$ cat src/design/y86_pkg.sv
// Shared constants, types and decode functions of the Y86 executor.
// Used by the controller, the datapath and the top level.
package y86_pkg;

   localparam int MEM_BYTES = 4096;
   localparam int MEM_AW    = $clog2(MEM_BYTES);
   localparam int RF_DEPTH  = 8;

   localparam logic [2:0] ESP_IDX = 3'd4;

   localparam logic [1:0] HOP_WRITE = 2'd0;
   localparam logic [1:0] HOP_READ  = 2'd1;
   localparam logic [1:0] HOP_STEP  = 2'd2;
   localparam logic [1:0] HOP_REG   = 2'd3;

   localparam logic [1:0] ST_RUN  = 2'd0;
   localparam logic [1:0] ST_HALT = 2'd1;
   localparam logic [1:0] ST_ADDR = 2'd2;
   localparam logic [1:0] ST_INV  = 2'd3;

   localparam logic [7:0] OPC_HALT  = 8'h00;
   localparam logic [7:0] OPC_NOP   = 8'h10;
   localparam logic [7:0] OPC_RRMOV = 8'h20;
   localparam logic [7:0] OPC_IRMOV = 8'h30;
   localparam logic [7:0] OPC_RMMOV = 8'h40;
   localparam logic [7:0] OPC_MRMOV = 8'h50;
   localparam logic [7:0] OPC_ADD   = 8'h60;
   localparam logic [7:0] OPC_SUB   = 8'h61;
   localparam logic [7:0] OPC_AND   = 8'h62;
   localparam logic [7:0] OPC_XOR   = 8'h63;
   localparam logic [7:0] OPC_MUL   = 8'h64;
   localparam logic [7:0] OPC_CMP   = 8'h65;
   localparam logic [7:0] OPC_JMP   = 8'h70;
   localparam logic [7:0] OPC_JLE   = 8'h71;
   localparam logic [7:0] OPC_JL    = 8'h72;
   localparam logic [7:0] OPC_JE    = 8'h73;
   localparam logic [7:0] OPC_JNE   = 8'h74;
   localparam logic [7:0] OPC_JGE   = 8'h75;
   localparam logic [7:0] OPC_JG    = 8'h76;
   localparam logic [7:0] OPC_CALL  = 8'h80;
   localparam logic [7:0] OPC_RET   = 8'h90;
   localparam logic [7:0] OPC_PUSH  = 8'hA0;
   localparam logic [7:0] OPC_POP   = 8'hB0;
   localparam logic [7:0] OPC_WRB   = 8'hD0;
   localparam logic [7:0] OPC_WRL   = 8'hD1;
   localparam logic [7:0] OPC_MOVSB = 8'hE0;

   typedef logic [4:0] cmd_type;

   localparam cmd_type C_NONE  = 5'd0;
   localparam cmd_type C_LATCH = 5'd1;
   localparam cmd_type C_DISP  = 5'd2;
   localparam cmd_type C_HCAP  = 5'd3;
   localparam cmd_type C_RCAPH = 5'd4;
   localparam cmd_type C_F0    = 5'd5;
   localparam cmd_type C_F1    = 5'd6;
   localparam cmd_type C_FB    = 5'd7;
   localparam cmd_type C_RRA   = 5'd8;
   localparam cmd_type C_RRB   = 5'd9;
   localparam cmd_type C_RRE   = 5'd10;
   localparam cmd_type C_RSP   = 5'd11;
   localparam cmd_type C_EXEC  = 5'd12;
   localparam cmd_type C_MUL   = 5'd13;
   localparam cmd_type C_CHK   = 5'd14;
   localparam cmd_type C_LOAD  = 5'd15;
   localparam cmd_type C_STORE = 5'd16;
   localparam cmd_type C_WB    = 5'd17;
   localparam cmd_type C_WB2   = 5'd18;

   typedef struct packed {
      logic [1:0] op;
      logic       running;
      logic       fault;
      logic       last;
      logic       one_byte;
      logic       is_mul;
      logic       is_mem;
      logic       is_store;
      logic       two_wr;
   } sts_type;

   typedef struct packed {
      logic [31:0] read_value;
      logic [1:0]  run_status;
      logic        terminal_valid;
      logic        terminal_is_word;
      logic [31:0] terminal_value;
      logic [31:0] program_counter;
      logic [2:0]  condition_flags;
   } res_type;

   function automatic logic [2:0] insn_len(input logic [7:0] opc);
      logic [2:0] n;
      unique case (opc)
         OPC_HALT, OPC_NOP, OPC_RET: n = 3'd1;
         OPC_RRMOV, OPC_ADD, OPC_SUB, OPC_AND, OPC_XOR, OPC_MUL, OPC_CMP,
         OPC_PUSH, OPC_POP: n = 3'd2;
         OPC_IRMOV, OPC_RMMOV, OPC_MRMOV, OPC_WRB, OPC_WRL, OPC_MOVSB: n = 3'd6;
         OPC_JMP, OPC_JLE, OPC_JL, OPC_JE, OPC_JNE, OPC_JGE, OPC_JG,
         OPC_CALL: n = 3'd5;
         default: n = 3'd0;
      endcase
      return n;
   endfunction

   function automatic logic fits(input logic [31:0] a, input logic [2:0] n);
      logic [32:0] e;
      e = {1'b0, a} + {30'd0, n};
      return e <= 33'(MEM_BYTES);
   endfunction

   function automatic logic cond_true(input logic [7:0] opc, input logic zf,
                                      input logic sf, input logic of);
      logic lt;
      logic c;
      lt = sf ^ of;
      unique case (opc)
         OPC_JMP: c = 1'b1;
         OPC_JLE: c = lt | zf;
         OPC_JL:  c = lt;
         OPC_JE:  c = zf;
         OPC_JNE: c = ~zf;
         OPC_JGE: c = ~lt;
         default: c = ~lt & ~zf;
      endcase
      return c;
   endfunction

   function automatic logic is_store_op(input logic [7:0] opc);
      return (opc == OPC_RMMOV) || (opc == OPC_CALL) || (opc == OPC_PUSH);
   endfunction

   function automatic logic is_mem_op(input logic [7:0] opc);
      return is_store_op(opc) || (opc == OPC_MRMOV) || (opc == OPC_MOVSB) ||
             (opc == OPC_WRB) || (opc == OPC_WRL) || (opc == OPC_RET) ||
             (opc == OPC_POP);
   endfunction

   function automatic logic [2:0] mem_nbytes(input logic [7:0] opc);
      return ((opc == OPC_MOVSB) || (opc == OPC_WRB)) ? 3'd1 : 3'd4;
   endfunction

endpackage

$ cat src/design/y86_ctrl.sv
// Sequencer of the Y86 executor: walks host operations and instruction phases.
// Depends on y86_pkg; drives commands into y86_dpath.
module y86_ctrl
   import y86_pkg::*;
(
   input  logic    clock,
   input  logic    reset,
   input  logic    req_valid,
   input  logic    out_free,
   input  sts_type sts,
   output logic    req_ready,
   output logic    out_load,
   output cmd_type cmd
);
   localparam logic [4:0] S_IDLE = 5'd0;
   localparam logic [4:0] S_DISP = 5'd1;
   localparam logic [4:0] S_HCAP = 5'd2;
   localparam logic [4:0] S_RCAP = 5'd3;
   localparam logic [4:0] S_F0   = 5'd4;
   localparam logic [4:0] S_F1   = 5'd5;
   localparam logic [4:0] S_FB   = 5'd6;
   localparam logic [4:0] S_RA   = 5'd7;
   localparam logic [4:0] S_RB   = 5'd8;
   localparam logic [4:0] S_RE   = 5'd9;
   localparam logic [4:0] S_EX0  = 5'd10;
   localparam logic [4:0] S_EX   = 5'd11;
   localparam logic [4:0] S_MUL  = 5'd12;
   localparam logic [4:0] S_CHK  = 5'd13;
   localparam logic [4:0] S_LD   = 5'd14;
   localparam logic [4:0] S_ST   = 5'd15;
   localparam logic [4:0] S_WB   = 5'd16;
   localparam logic [4:0] S_WB2  = 5'd17;
   localparam logic [4:0] S_OUT  = 5'd18;

   logic [4:0] state_ff, state_in;

   always_comb begin
      state_in  = state_ff;
      cmd       = C_NONE;
      req_ready = 1'b0;
      out_load  = 1'b0;
      unique case (state_ff)
         S_IDLE: begin
            req_ready = 1'b1;
            if (req_valid) begin
               cmd      = C_LATCH;
               state_in = S_DISP;
            end
         end
         S_DISP: begin
            cmd = C_DISP;
            unique case (sts.op)
               HOP_WRITE: state_in = S_OUT;
               HOP_READ:  state_in = S_HCAP;
               HOP_REG:   state_in = S_RCAP;
               default:   state_in = sts.running ? S_F0 : S_OUT;
            endcase
         end
         S_HCAP: begin
            cmd      = C_HCAP;
            state_in = S_OUT;
         end
         S_RCAP: begin
            cmd      = C_RCAPH;
            state_in = S_OUT;
         end
         S_F0: begin
            cmd      = C_F0;
            state_in = sts.fault ? S_OUT : S_F1;
         end
         S_F1: begin
            cmd = C_F1;
            priority if (sts.fault) begin
               state_in = S_OUT;
            end else if (sts.one_byte) begin
               state_in = S_RA;
            end else begin
               state_in = S_FB;
            end
         end
         S_FB: begin
            cmd = C_FB;
            if (sts.last) begin
               state_in = S_RA;
            end
         end
         S_RA: begin
            cmd      = C_RRA;
            state_in = S_RB;
         end
         S_RB: begin
            cmd      = C_RRB;
            state_in = S_RE;
         end
         S_RE: begin
            cmd      = C_RRE;
            state_in = S_EX0;
         end
         S_EX0: begin
            cmd      = C_RSP;
            state_in = S_EX;
         end
         S_EX: begin
            cmd = C_EXEC;
            priority if (sts.is_mul) begin
               state_in = S_MUL;
            end else if (sts.is_mem) begin
               state_in = S_CHK;
            end else begin
               state_in = S_OUT;
            end
         end
         S_MUL: begin
            cmd      = C_MUL;
            state_in = S_OUT;
         end
         S_CHK: begin
            cmd = C_CHK;
            priority if (sts.fault) begin
               state_in = S_OUT;
            end else if (sts.is_store) begin
               state_in = S_ST;
            end else begin
               state_in = S_LD;
            end
         end
         S_LD: begin
            cmd = C_LOAD;
            if (sts.last) begin
               state_in = S_WB;
            end
         end
         S_ST: begin
            cmd = C_STORE;
            if (sts.last) begin
               state_in = S_WB;
            end
         end
         S_WB: begin
            cmd      = C_WB;
            state_in = sts.two_wr ? S_WB2 : S_OUT;
         end
         S_WB2: begin
            cmd      = C_WB2;
            state_in = S_OUT;
         end
         S_OUT: begin
            if (out_free) begin
               out_load = 1'b1;
               state_in = S_IDLE;
            end
         end
         default: state_in = S_IDLE;
      endcase
   end

   always_ff @(posedge clock) begin
      if (reset) begin
         state_ff <= S_IDLE;
      end else begin
         state_ff <= state_in;
      end
   end

   a_load_returns_idle: assert property (@(posedge clock) disable iff (reset)
      out_load |=> state_ff == S_IDLE)
      else $error("result load did not return to idle");

   a_accept_dispatch: assert property (@(posedge clock) disable iff (reset)
      (req_valid && req_ready) |=> state_ff == S_DISP)
      else $error("accepted beat not dispatched");

   a_fetch_fault_out: assert property (@(posedge clock) disable iff (reset)
      (state_ff == S_F0 && sts.fault) |=> state_ff == S_OUT)
      else $error("fetch fault did not end the step");

   a_ready_no_load: assert property (@(posedge clock) disable iff (reset)
      req_ready |-> !out_load)
      else $error("accept and result load in the same cycle");
endmodule

$ cat config.mk
export PLATFORM = sky130hd
export DESIGN_NAME = y86_ctrl
export DESIGN_NICKNAME = d
export VERILOG_FILES = /design/src/design/y86_pkg.sv /design/src/design/y86_ctrl.sv
export SDC_FILE = /design/constraint.sdc
export NUM_CORES = 1
export LEC_CHECK = 0
export BUFFER_PORTS_ARGS = -buffer_cell sky130_fd_sc_hd__buf_2
export CELL_PAD_IN_SITES_DETAIL_PLACEMENT = 0
export CELL_PAD_IN_SITES_GLOBAL_PLACEMENT = 2
export CORE_MARGIN = 8
export CORE_UTILIZATION = 28
export DETAILED_ROUTE_END_ITERATION = 7
export PLACE_DENSITY = 0.86
export SKIP_LAST_GASP = 1
export SYNTH_ARGS = -nofsm -noshare
export SYNTH_HDL_FRONTEND = slang
export SYNTH_SLANG_ARGS = --single-unit
$ cat constraint.sdc
create_clock -name clock -period 4.5 [get_ports clock]
set_clock_uncertainty 0.05 [all_clocks]
set_input_delay 1.35 -clock clock [delete_from_list [all_inputs] [get_ports clock]]
set_output_delay 1.35 -clock clock [all_outputs]
set_load 0.1 [all_outputs]
==> out/results.ini <==
[finish]
layout.nets = 127
top_regs = state_ff (5)
regArea_um2 = 100
regMostFlops = state_ff
largest_register_ffs = 5
drive_above_1_share = 0.250
instances_no_fill = 140
n_antenna_cell = 0
syn2layout_area_growth_pct = 18.0
final_common_cell = buf_2
multi_input_area_um2 = 523
num-fill-cells = 261
mostFrequentLayoutCells = buf_2 (20), nor2_1 (12), nand2_1 (8)

[critical_path]
crit_arrival_ps = 2220
crit_fanout = 2
critPathKind = primary input to output pin
required_ps = 3100
crit_start = req_valid
cp-start-kind = primary input
critPathCaptureType = output pin
reg2reg_from = state_ff[2]$_SDFFE_PP0P_

[timing]
relSlewSlack = 0.540
period_needed_ps = 3620
hold_viol = 0
worst_slack_ps = 875
rsz0062_at_grt = no
setup_violations = 0
slew_violations = 0
fin_tns_setup_ps = 0
fmax_ghz = 0.276
worst_slew_pin_slew_ps = 689
fin_crit_sh = 0.806

[clocking]
cts-root-buf = clkbuf_4
hold_buffers = 0
numCtsBuffers = 3
clock_latency_ps = 240
clkTransAtPathRegs_ps = 50
clk_path_buf_depth = 2
post_cts_buffers = 0
htree_levels = 1
cts_resized = 0
cts_sinks = 5
cts_tree = yes

[worst_hold_path]
worstHoldPathType = register to register
min_from = state_ff[0]$_SDFFE_PP0P_

[floorplan]
rows = 17
die_h_um = 65.1
core_um2 = 2250
die-area_um2 = 4230
ios = 21
start_util = 0.299
die_x_um = 65.1

[grt]
grt_pass1_vias = 754
grt_max_degree = 22
antenna_found_initial = 0
grtUsageTotal = 0.0908
grt_pass1_wl_um = 3240
overflow = 0

[route]
m1WireLength_um = 905
route.met2.wl_um = 941
met3_length_um = 126
dr.first_iter.drc_count = 37
drc = 0
highest_layer = met3
wirelength_um = 1970
viasPerCell = 5.43
firstDrtPassIters = 4
routedWlPerCell_um = 14.1
antenna_left = 0
vias = 760

[yosys]
synth_cell_types = 46
synth.avg_cell_area_um2 = 6.95
synth_flop_cell = dfxtp_1
syn_nets = 111
synth_edf_count = 0
yosysWarnings = 0
syn_inst = 97
ys_ff_latch = 5
synth-seq-area-share = 0.148
ys_async_sr_fraction = 0
syn_area_um2 = 674

[placement]
dp.final_hpwl_um = 1510
placedCellCount = 136
gp_congestion = 0.792
portBuffers = 20
dp_worst_setup_slack_ps = 863

[power]
power-per-cell-area_nw_per_um2 = 764
power_leakage_nw = 0.309
vdd_drop_max_v = 0.000407

[run]
max_cap_violations = 0

[outcome]
status = complete, no violations

==> where the power goes <==
part | total (W) | internal, W | switching (W)
sequential | 0.000121 | 0.0000573 | 0.0000637
combinational | 0.000433 | 0.000112 | 0.000322
clock | 0.0000534 | 0.0000336 | 0.0000198
==> Yosys cell counts (3+ instances only) <==
master     n  area, µm²
nand2_1    8       30.0
nor3_1     4       20.0
nor2_1    12       45.0
a32oi_1    3       26.3
inv_1      3       11.3
dfxtp_1    5        100
clkbuf_1   3       11.3
buf_2      4       20.0
o21ai_0    6       30.0
a31oi_1    3       18.8
==> stage by stage <==
step           hold WS (ps)  total power, W  area [µm²]  utilization
2_1_floorplan           620        0.000498         681            -
4_1_cts                 738        0.000612         796        0.353
6_report                736        0.000608         796        0.353
3_3_place_gp            724        0.000557         769        0.341
5_1_grt                 794        0.000643         796        0.353
3_5_place_dp            715        0.000558         769        0.341
==> metal layers <==
| layer | vias up | GRT usage |
|---|---|---|
| li1 | 397 | - |
| met1 | 341 | 0.110 |
| met2 | 22 | 0.158 |
| met3 | 0 | 0.0241 |
| met4 | 0 | 0.0163 |
| met5 | - | 0 |
==> layout make-up <==
type	instances	share of cell area
repair buffers	20	0.126
flip-flops and latches	5	0.126
clock buffers	4	0.0330
inverters	3	0.0142
multi-input cells	80	0.657
well taps	28	0.0440
==> worst max-delay path: stages <==
cell and delay, ps:
buf_2 80, nor2_1 50, a311oi_2 280, buf_2 460
==> cell families after synthesis <==
group | after synthesis | synth area share
buffers and inverters | 12 | 0.0853
and+or+nand+nor | 46 | 0.371
xor gates and xnor gates | 4 | 0.0520
DFF | 5 | 0.148
muxes | 2 | 0.0315
AOI/OAI and AO/OA | 28 | 0.312
==> final timing paths <==
kind / end / slack (ps) / cells after the start
worst max-delay path: cmd[0] / 880 / 4
worst min-delay path: state_ff[0]$_SDFFE_PP0P_ / 740 / 2
worst max register to register: state_ff[0]$_SDFFE_PP0P_ / 2490 / 5
worst min register to register: state_ff[0]$_SDFFE_PP0P_ / 740 / 2
Note: power is estimated with default switching activity, not from simulation.
